[config.mk]
export PLATFORM = sky130hd
export DESIGN_NAME = sha256_byte_stream_hasher_top
export DESIGN_NICKNAME = d
export VERILOG_FILES = /design/src/rtl/shb_pkg.sv /design/src/rtl/shb_compress.sv /design/src/rtl/sha256_byte_stream_hasher_top.sv
export VERILOG_INCLUDE_DIRS = /design/src /design/src/rtl
export SDC_FILE = /design/constraint.sdc
export NUM_CORES = 2
export LEC_CHECK = 0
export BUFFER_PORTS_ARGS = -buffer_cell sky130_fd_sc_hd__buf_4
export CAP_MARGIN = 20
export CORE_MARGIN = 2
export CORE_UTILIZATION = 45
export CTS_CLUSTER_SIZE = 8
export DETAILED_ROUTE_END_ITERATION = 10
export MAX_ROUTING_LAYER = met4
export PLACE_DENSITY = 0.65
export SYNTH_ARGS = -nofsm -noshare
export SYNTH_HDL_FRONTEND = slang
export SYNTH_SLANG_ARGS = --single-unit
[constraint.sdc]
create_clock -name clk_i -period 17.9 [get_ports clk_i]
set_input_delay 5.37 -clock clk_i [delete_from_list [all_inputs] [get_ports clk_i]]
set_output_delay 5.37 -clock clk_i [all_outputs]
set_load 0.005 [all_outputs]
[src/rtl/sha256_byte_stream_hasher_top_assert.svh]
// assertion macros for the sha-256 byte stream hasher
`ifndef SHA256_BYTE_STREAM_HASHER_TOP_ASSERT_SVH
`define SHA256_BYTE_STREAM_HASHER_TOP_ASSERT_SVH

// implication checked on every rising clock edge outside reset
`define SHB_ASSERT_IMP(label, ante, cons) \
  label: assert property (@(posedge clk_i) disable iff (!rst_ni) (ante) |-> (cons)) \
    else $error("shb assertion failed");

// property that must hold on the following clock edge
`define SHB_ASSERT_NEXT(label, ante, cons) \
  label: assert property (@(posedge clk_i) disable iff (!rst_ni) (ante) |=> (cons)) \
    else $error("shb assertion failed");

`endif

[src/rtl/shb_pkg.sv]
// package with sha-256 constants and round functions
`default_nettype none
package shb_pkg;

  localparam int unsigned WordW    = 32;
  localparam int unsigned NumHash  = 8;
  localparam int unsigned NumRound = 64;
  localparam int unsigned BlkBytes = 64;

  localparam logic CmdAppend = 1'b0;
  localparam logic CmdFinish = 1'b1;

  localparam logic [7:0] PadByte = 8'h80;

  typedef logic [WordW-1:0] word_t;

  // controller to datapath: start a compression
  typedef struct packed {
    logic start;
  } cmp_req_t;

  // datapath to controller
  typedef struct packed {
    logic busy;
    logic done;
  } cmp_sts_t;

  function automatic word_t round_k(input logic [5:0] r);
    word_t k;
    case (r)
      6'd0: k = 32'h428a2f98; 6'd1: k = 32'h71374491; 6'd2: k = 32'hb5c0fbcf;
      6'd3: k = 32'he9b5dba5; 6'd4: k = 32'h3956c25b; 6'd5: k = 32'h59f111f1;
      6'd6: k = 32'h923f82a4; 6'd7: k = 32'hab1c5ed5; 6'd8: k = 32'hd807aa98;
      6'd9: k = 32'h12835b01; 6'd10: k = 32'h243185be; 6'd11: k = 32'h550c7dc3;
      6'd12: k = 32'h72be5d74; 6'd13: k = 32'h80deb1fe; 6'd14: k = 32'h9bdc06a7;
      6'd15: k = 32'hc19bf174; 6'd16: k = 32'he49b69c1; 6'd17: k = 32'hefbe4786;
      6'd18: k = 32'h0fc19dc6; 6'd19: k = 32'h240ca1cc; 6'd20: k = 32'h2de92c6f;
      6'd21: k = 32'h4a7484aa; 6'd22: k = 32'h5cb0a9dc; 6'd23: k = 32'h76f988da;
      6'd24: k = 32'h983e5152; 6'd25: k = 32'ha831c66d; 6'd26: k = 32'hb00327c8;
      6'd27: k = 32'hbf597fc7; 6'd28: k = 32'hc6e00bf3; 6'd29: k = 32'hd5a79147;
      6'd30: k = 32'h06ca6351; 6'd31: k = 32'h14292967; 6'd32: k = 32'h27b70a85;
      6'd33: k = 32'h2e1b2138; 6'd34: k = 32'h4d2c6dfc; 6'd35: k = 32'h53380d13;
      6'd36: k = 32'h650a7354; 6'd37: k = 32'h766a0abb; 6'd38: k = 32'h81c2c92e;
      6'd39: k = 32'h92722c85; 6'd40: k = 32'ha2bfe8a1; 6'd41: k = 32'ha81a664b;
      6'd42: k = 32'hc24b8b70; 6'd43: k = 32'hc76c51a3; 6'd44: k = 32'hd192e819;
      6'd45: k = 32'hd6990624; 6'd46: k = 32'hf40e3585; 6'd47: k = 32'h106aa070;
      6'd48: k = 32'h19a4c116; 6'd49: k = 32'h1e376c08; 6'd50: k = 32'h2748774c;
      6'd51: k = 32'h34b0bcb5; 6'd52: k = 32'h391c0cb3; 6'd53: k = 32'h4ed8aa4a;
      6'd54: k = 32'h5b9cca4f; 6'd55: k = 32'h682e6ff3; 6'd56: k = 32'h748f82ee;
      6'd57: k = 32'h78a5636f; 6'd58: k = 32'h84c87814; 6'd59: k = 32'h8cc70208;
      6'd60: k = 32'h90befffa; 6'd61: k = 32'ha4506ceb; 6'd62: k = 32'hbef9a3f7;
      default: k = 32'hc67178f2;
    endcase
    return k;
  endfunction

  function automatic word_t init_hash(input logic [2:0] i);
    word_t h;
    case (i)
      3'd0: h = 32'h6a09e667; 3'd1: h = 32'hbb67ae85;
      3'd2: h = 32'h3c6ef372; 3'd3: h = 32'ha54ff53a;
      3'd4: h = 32'h510e527f; 3'd5: h = 32'h9b05688c;
      3'd6: h = 32'h1f83d9ab;
      default: h = 32'h5be0cd19;
    endcase
    return h;
  endfunction

  function automatic word_t rotr(input word_t x, input int unsigned n);
    return (x >> n) | (x << (WordW - n));
  endfunction

endpackage
`default_nettype wire

[src/rtl/shb_compress.sv]
// compression engine: block word memory, schedule memory and round datapath
`default_nettype none
module shb_compress
  import shb_pkg::*;
(
  input  wire logic        clk_i,
  input  wire logic        rst_ni,
  // block buffer word write port (from byte packer and padding writes)
  input  wire logic        blk_we_i,
  input  wire logic [3:0]  blk_addr_i,
  input  wire word_t       blk_wdata_i,
  input  wire cmp_req_t    req_i,
  output cmp_sts_t         sts_o,
  // hash state access for readout and reload
  input  wire logic        reload_i,
  input  wire logic [2:0]  hrd_addr_i,
  output word_t            hrd_data_o
);

  localparam logic [2:0] StIdle = 3'd0;
  localparam logic [2:0] StRnd  = 3'd1;
  localparam logic [2:0] StAdd  = 3'd2;

  // block words live in one memory; the rolling schedule window is held in win_q
  word_t       wmem [16];
  word_t       wm_rd_q;
  logic [3:0]  wm_raddr;
  logic        wm_we;
  logic [3:0]  wm_waddr;
  word_t       wm_wdata;

  // schedule uses a 16-entry shadow of taps w[r-2], w[r-7], w[r-15], w[r-16]
  word_t       win_q [16];

  word_t       hash_q [NumHash];
  word_t       va_q, vb_q, vc_q, vd_q, ve_q, vf_q, vg_q, vh_q;
  logic [2:0]  st_q, st_d;
  logic [6:0]  rnd_q, rnd_d;
  logic [3:0]  add_q;

  word_t w_cur, s0, s1, t1, t2, w15, w2, w7, w16;
  logic [3:0] ri;

  assign ri = rnd_q[3:0];

  // memory read address: word for the next round, as the read is registered; word 0 while idle
  assign wm_raddr = (st_q == StIdle) ? 4'd0 : ri + 4'd1;

  always_ff @(posedge clk_i) begin
    if (wm_we) begin
      wmem[wm_waddr] <= wm_wdata;
    end
    wm_rd_q <= wmem[wm_raddr];
  end

  // schedule expansion from the tap window
  always_comb begin
    w2  = win_q[ri - 4'd2];
    w7  = win_q[ri - 4'd7];
    w15 = win_q[ri - 4'd15];
    w16 = win_q[ri];
    s1  = rotr(w2, 17) ^ rotr(w2, 19) ^ (w2 >> 10);
    s0  = rotr(w15, 7) ^ rotr(w15, 18) ^ (w15 >> 3);
    w_cur = (rnd_q < 7'd16) ? wm_rd_q : (s1 + w7 + s0 + w16);
    t1 = vh_q + (rotr(ve_q, 6) ^ rotr(ve_q, 11) ^ rotr(ve_q, 25)) +
         ((ve_q & vf_q) ^ (~ve_q & vg_q)) + round_k(rnd_q[5:0]) + w_cur;
    t2 = (rotr(va_q, 2) ^ rotr(va_q, 13) ^ rotr(va_q, 22)) +
         ((va_q & vb_q) ^ (va_q & vc_q) ^ (vb_q & vc_q));
  end

  assign wm_we    = blk_we_i;
  assign wm_waddr = blk_addr_i;
  assign wm_wdata = blk_wdata_i;

  // sequencer
  always_comb begin
    st_d  = st_q;
    rnd_d = rnd_q;
    case (st_q)
      StIdle: if (req_i.start) begin
        st_d  = StRnd;
        rnd_d = 7'd0;
      end
      StRnd: begin
        rnd_d = rnd_q + 7'd1;
        if (rnd_q == 7'(NumRound - 1)) st_d = StAdd;
      end
      StAdd: st_d = StIdle;
      default: st_d = StIdle;
    endcase
  end

  always_ff @(posedge clk_i or negedge rst_ni) begin
    if (!rst_ni) begin
      st_q  <= StIdle;
      rnd_q <= '0;
    end else begin
      st_q  <= st_d;
      rnd_q <= rnd_d;
    end
  end

  assign add_q = 4'd0;

  // working variables, schedule window and hash state
  always_ff @(posedge clk_i or negedge rst_ni) begin
    if (!rst_ni) begin
      for (int i = 0; i < NumHash; i++) hash_q[i] <= init_hash(3'(i));
    end else if (reload_i) begin
      for (int i = 0; i < NumHash; i++) hash_q[i] <= init_hash(3'(i));
    end else if (st_q == StAdd) begin
      hash_q[0] <= hash_q[0] + va_q; hash_q[1] <= hash_q[1] + vb_q;
      hash_q[2] <= hash_q[2] + vc_q; hash_q[3] <= hash_q[3] + vd_q;
      hash_q[4] <= hash_q[4] + ve_q; hash_q[5] <= hash_q[5] + vf_q;
      hash_q[6] <= hash_q[6] + vg_q; hash_q[7] <= hash_q[7] + vh_q;
    end
  end

  always_ff @(posedge clk_i) begin
    if (st_q == StIdle && req_i.start) begin
      va_q <= hash_q[0]; vb_q <= hash_q[1]; vc_q <= hash_q[2]; vd_q <= hash_q[3];
      ve_q <= hash_q[4]; vf_q <= hash_q[5]; vg_q <= hash_q[6]; vh_q <= hash_q[7];
    end else if (st_q == StRnd) begin
      vh_q <= vg_q; vg_q <= vf_q; vf_q <= ve_q; ve_q <= vd_q + t1;
      vd_q <= vc_q; vc_q <= vb_q; vb_q <= va_q; va_q <= t1 + t2;
      win_q[ri] <= w_cur;
    end
  end

  assign sts_o.busy = (st_q != StIdle) || (add_q != 4'd0);
  assign sts_o.done = (st_q == StAdd);
  assign hrd_data_o = hash_q[hrd_addr_i];

endmodule
`default_nettype wire

[src/rtl/sha256_byte_stream_hasher_top.sv]
// top level: byte packing, padding control, compression and digest output
//
//  channel | valid     | stall     | payload
//  input   | in_valid_i  | in_stall_o  | cmd_i, data_byte_i
//  output  | out_valid_o | out_stall_i | digest_word_o, word_index_o, last_word_o
//
// the 64th byte of a block starts a compression (one round per cycle) during
// which input stalls. a finish takes one or two compressions plus padding
// writes, then eight output transfers. reset loads the initial hash values.
// output stall only holds the current digest word.
`default_nettype none
module sha256_byte_stream_hasher_top
  import shb_pkg::*;
(
  input  wire logic        clk_i,
  input  wire logic        rst_ni,
  input  wire logic        in_valid_i,
  output logic             in_stall_o,
  input  wire logic        cmd_i,
  input  wire logic [7:0]  data_byte_i,
  output logic             out_valid_o,
  input  wire logic        out_stall_i,
  output word_t            digest_word_o,
  output logic [2:0]       word_index_o,
  output logic             last_word_o
);

  localparam logic [2:0] StIdle = 3'd0;
  localparam logic [2:0] StCmp  = 3'd1;
  localparam logic [2:0] StPad  = 3'd2;
  localparam logic [2:0] StLen  = 3'd3;
  localparam logic [2:0] StFin  = 3'd4;
  localparam logic [2:0] StOut  = 3'd5;

  logic [2:0]  st_q, st_d;
  logic [5:0]  fill_q;
  logic [63:0] bits_q, len_q;
  logic [23:0] acc_q;
  logic [3:0]  pw_q;
  logic        in_acc, out_acc;
  logic        blk_we;
  logic [3:0]  blk_addr;
  word_t       blk_wdata;
  cmp_req_t    req;
  cmp_sts_t    sts;
  logic        reload;
  logic [2:0]  widx_q;
  logic        fin_q;
  word_t       pad_word;

  assign in_stall_o = (st_q != StIdle);
  assign in_acc     = in_valid_i && !in_stall_o;
  assign out_acc    = out_valid_o && !out_stall_i;

  // padding word for word slot pw_q, given fill position
  always_comb begin
    logic [5:0] b;
    logic [1:0] d;
    logic [7:0] by [4];
    for (int j = 0; j < 4; j++) begin
      b = {pw_q, 2'(j)};
      d = fill_q[1:0] - 2'(j);
      if (fin_q && b == fill_q) by[j] = PadByte;
      else if (b < fill_q) begin
        // buffered tail bytes, most recent in the low byte
        case (d)
          2'd1:    by[j] = acc_q[7:0];
          2'd2:    by[j] = acc_q[15:8];
          default: by[j] = acc_q[23:16];
        endcase
      end else by[j] = 8'h00;
    end
    pad_word = {by[0], by[1], by[2], by[3]};
  end

  // byte packer and padding writes into the compression engine
  always_comb begin
    blk_we    = 1'b0;
    blk_addr  = fill_q[5:2];
    blk_wdata = pad_word;
    req.start = 1'b0;
    reload    = 1'b0;
    st_d      = st_q;
    case (st_q)
      StIdle: if (in_acc) begin
        if (cmd_i == CmdAppend) begin
          if (fill_q[1:0] == 2'd3) begin
            blk_we    = 1'b1;
            blk_wdata = {acc_q, data_byte_i};
          end
          if (fill_q == 6'd63) begin
            req.start = 1'b1;
            st_d      = StCmp;
          end
        end else begin
          st_d = StPad;
        end
      end
      StCmp: if (sts.done) st_d = StIdle;
      StPad: begin
        blk_we   = 1'b1;
        blk_addr = pw_q;
        if (pw_q == 4'd13 && fill_q < 6'd56) st_d = StLen;
        else if (pw_q == 4'd15) begin
          req.start = 1'b1;
          st_d      = StFin;
        end
      end
      StLen: begin
        blk_we    = 1'b1;
        blk_addr  = pw_q;
        blk_wdata = (pw_q == 4'd14) ? len_q[63:32] : len_q[31:0];
        if (pw_q == 4'd15) begin
          req.start = 1'b1;
          st_d      = StFin;
        end
      end
      StFin: if (sts.done) st_d = fin_q ? StPad : StOut;
      StOut: if (out_acc && widx_q == 3'd7) begin
        reload = 1'b1;
        st_d   = StIdle;
      end
      default: st_d = StIdle;
    endcase
  end

  always_ff @(posedge clk_i or negedge rst_ni) begin
    if (!rst_ni) begin
      st_q   <= StIdle;
      fill_q <= '0;
      bits_q <= '0;
      pw_q   <= '0;
      widx_q <= '0;
      fin_q  <= 1'b0;
    end else begin
      st_q <= st_d;
      case (st_q)
        StIdle: if (in_acc) begin
          if (cmd_i == CmdAppend) begin
            fill_q <= fill_q + 6'd1;
            bits_q <= bits_q + 64'd8;
            acc_q  <= {acc_q[15:0], data_byte_i};
          end else begin
            // padding starts at the word holding the fill position
            pw_q  <= fill_q[5:2];
            fin_q <= 1'b1;
            len_q <= bits_q;
          end
        end
        StPad, StLen: begin
          pw_q <= pw_q + 4'd1;
          if (pw_q == 4'd15) begin
            // pad block done: second pass only if length did not fit
            fin_q <= (st_q == StPad) && (fill_q >= 6'd56) && fin_q;
          end else if (pw_q == 4'd13 && fill_q < 6'd56) begin
            fin_q <= 1'b0;
          end
        end
        StFin: if (sts.done) begin
          if (fin_q) begin
            fill_q <= '0;
            fin_q  <= 1'b0;
            pw_q   <= '0;
          end else begin
            widx_q <= '0;
          end
        end
        StOut: if (out_acc) begin
          widx_q <= widx_q + 3'd1;
          if (widx_q == 3'd7) begin
            fill_q <= '0;
            bits_q <= '0;
          end
        end
        default: ;
      endcase
    end
  end

  shb_compress u_cmp (
    .clk_i       (clk_i),
    .rst_ni      (rst_ni),
    .blk_we_i    (blk_we),
    .blk_addr_i  (blk_addr),
    .blk_wdata_i (blk_wdata),
    .req_i       (req),
    .sts_o       (sts),
    .reload_i    (reload),
    .hrd_addr_i  (widx_q),
    .hrd_data_o  (digest_word_o)
  );

  assign out_valid_o  = (st_q == StOut);
  assign word_index_o = widx_q;
  assign last_word_o  = (widx_q == 3'd7);

  `include "sha256_byte_stream_hasher_top_assert.svh"

  `SHB_ASSERT_IMP(a_no_out_in_idle, st_q == StIdle, !out_valid_o)
  `SHB_ASSERT_IMP(a_last_matches_idx, out_valid_o && last_word_o, word_index_o == 3'd7)
  `SHB_ASSERT_NEXT(a_start_busy, req.start, sts.busy)

endmodule
`default_nettype wire
==> flow_summary.toml <==
[grt]
grt_use_total = 0.296
grt_pass1_vias = 76800
grt_overflow = 0
grt_max_degree = 153
antenna_found_initial = 10
grt_pass1_wl_mm = 521

[timing]
holdWs_ns = 0.438
finalCritPeriodShare = 0.850
slew_violations = 0
worst_slew_pin_slew_ns = 1.21
period_minus_slack_ns = 15.22
finalSetupViolCount = 0
rsz0062_at_grt = "false"
tns_ns = 0
max-slew-margin-rel = 0.194
max_freq_mhz = 65.7
finClkSkew_ns = 0.125
hold_viol_final = 0

[layout]
mostFrequentLayoutCells = "1477 x nand2_1, 1365 x edfxtp_1, 778 x a21oi_1, 406 x ha_1, 394 x inv_1"
finish.utilization = 0.499
layout_commonest_cell = "nand2_1"
nNetsFinal = 10000
drive_gt1_frac = 0.125
synthToLayoutAreaGrowth_pct = 10.3
finish.instance_area_um2 = 117000

[route]
routedWlPerCell_um = 27.8
vias = 80900
wirelength_mm = 355
first_pass_iters = 9
drc_errors = 0
drtIter0Drc = 10800
ant_nets = 0
viasPerCell = 6.34

[place]
io_buffers = 50
routabilityCongestion = 1.02
placed_cell_area_um2 = 110000
hpwl_mm = 236

[critical_path]
r2r_start = "u_cmp.rnd_q[0]"
reg2reg_setup_slack_ns = 2.68
cp_slowest_cell = "dfrtp_4"
r2r-end = "u_cmp.va_q[31]"
max_stage_delay_ns = 0.98
reg2reg_depth = 48
crit_type = "reg2reg"
required_ns = 18.51
arrival_ns = 15.82
endpoint_kind = "flop"
cp-start-kind = "flop"
path_max_fanout = 134
path_common_cell = "fa_1"

[die]
dieWidth_um = 490
io_pins = 51
die_h_um = 490
std_cell_rows = 178
core_um2 = 235000
initial_core_util = 0.452
die-area_um2 = 240000

[clock_network]
worstSkewPairLatency_ns = 0.94
cts_setup_buffers = 0
root_buffer = "clkbuf_16"
clk_pin_slew_ns = 0.06
cts_tree = "built"
cts_buffer_depth = 3
cts_sinks = 1740
cts_resized = 0
cts_hold_buf = 0
htreeDepth = 4
cts-buffers-inserted = 238

[run]
max-cap-violations = 0

[synth]
synth_area_um2 = 106000
synth_edf_count = 1365
syn-num-nets = 10200
yosys_warnings = 0
synthCells = 9548
synth_seq_cells = 1740
avgSynthCellArea_um2 = 11.1
ys_types = 105
async_flop_share = 0.197
ys.flop_type = "edfxtp_1"
ys_seq_area_frac = 0.474

[min_path]
min_path_type = "reg2reg"
worstHoldEndpoint = "len_q[48]"
hold_start = "bits_q[48]"
hold_depth = 0

[outcome]
status = "finished, final reports clean"
-- kinds of logic (layout without fill, tap and decap cells) --
group,after synthesis,after routing,synth area share
simple gates,2567,2567,0.105
compound gates,2390,2390,0.142
flops,1740,1740,0.474
buf+inv,997,1051,0.0366
fa+ha+maj,623,623,0.0866
xor+xnor,616,616,0.0510
mux,615,615,0.105
other cells,0,4,0
-- worst max-delay path, delay by kind of cell, from the launching register on --
family,cells,cell delay [ns]
AO/OA/AOI/OAI,17,4.45
adder cells (fa/ha/maj),9,3.79
buffers and inverters,7,1.93
AND/OR/NAND/NOR,8,1.45
XOR/XNOR,5,1.07
multiplexers,2,1.00
flip-flops,1,0.98
-- layout make-up --
cell class	instances	area, um2
Antenna cell	4	10.0
Clock buffer	391	6560
Clock inverter	20	499
Fill cell	20800	118000
Inverter	400	1500
Multi-Input combinational cell	6811	52500
Sequential cell	1740	50400
Tap cell	3150	3940
Timing Repair Buffer	240	1960
-- worst max path at each step --
stage | start | to | slack, ns | cells after the start
2_1_floorplan | cmd_i | u_cmp.rnd_q[4] | 4.73 | 12
3_3_place_gp | u_cmp.rnd_q[0] | u_cmp.va_q[31] | 3.19 | 48
3_5_place_dp | u_cmp.rnd_q[0] | u_cmp.va_q[31] | 3.03 | 50
4_1_cts | u_cmp.rnd_q[0] | u_cmp.va_q[31] | 2.95 | 50
5_1_grt | u_cmp.rnd_q[0] | u_cmp.va_q[31] | 1.99 | 50
6_report | u_cmp.rnd_q[0] | u_cmp.va_q[31] | 2.68 | 48
-- synth_stat cells (all sizes together), types with 41 or more instances --
cell | instances | share of area
a21oi | 781 | 0.037
xor2 | 261 | 0.021
and3 | 41 | 0.0024
o21ai | 406 | 0.019
nor3 | 105 | 0.0051
o21a | 49 | 0.0035
a311oi | 79 | 0.0066
dfrtp | 207 | 0.049
o21bai | 44 | 0.0031
mux4 | 391 | 0.083
ha | 410 | 0.048
edfxtp | 1365 | 0.39
nand3 | 136 | 0.0064
a21o | 177 | 0.012
fa | 195 | 0.037
nand2b | 71 | 0.0042
mux2i | 180 | 0.017
nor2 | 395 | 0.014
xnor2 | 355 | 0.030
o22ai | 152 | 0.0089
o211ai | 107 | 0.0076
mux2 | 44 | 0.0047
clkbuf | 457 | 0.016
o221ai | 61 | 0.0051
inv | 397 | 0.014
nor2b | 148 | 0.0087
nand2 | 1483 | 0.052
buf | 140 | 0.0064
dfstp | 136 | 0.034
a31oi | 131 | 0.0078
a211oi | 171 | 0.012
-- metal layers --
metal | global-route usage | up-vias | share of wire
met3 | 0.0529 | 664 | 0.10
met5 | - | - | 0
met1 | 0.418 | 40600 | 0.42
met2 | 0.432 | 4515 | 0.44
met4 | 0.0998 | 0 | 0.035
li1 | - | 35100 | -
-- sequential cells by signal, summed over array words and instances, names as in the netlist, 61 cells and up --
register and count:
u_cmp.win_q 512, u_cmp.hash_q 256, u_cmp.wmem 512, bits_q 61
len_q 61
-- per-stage QoR --
stage	setup WS, ns	instances
floorplan	4.73	9548
detailed placement	3.03	12300
CTS	2.95	12700
global placement	3.19	12300
global route	1.99	12800
finish	2.68	12800
Power is not shown: default switching activity piles up to over one toggle a cycle in this logic, so the estimate is an artifact.
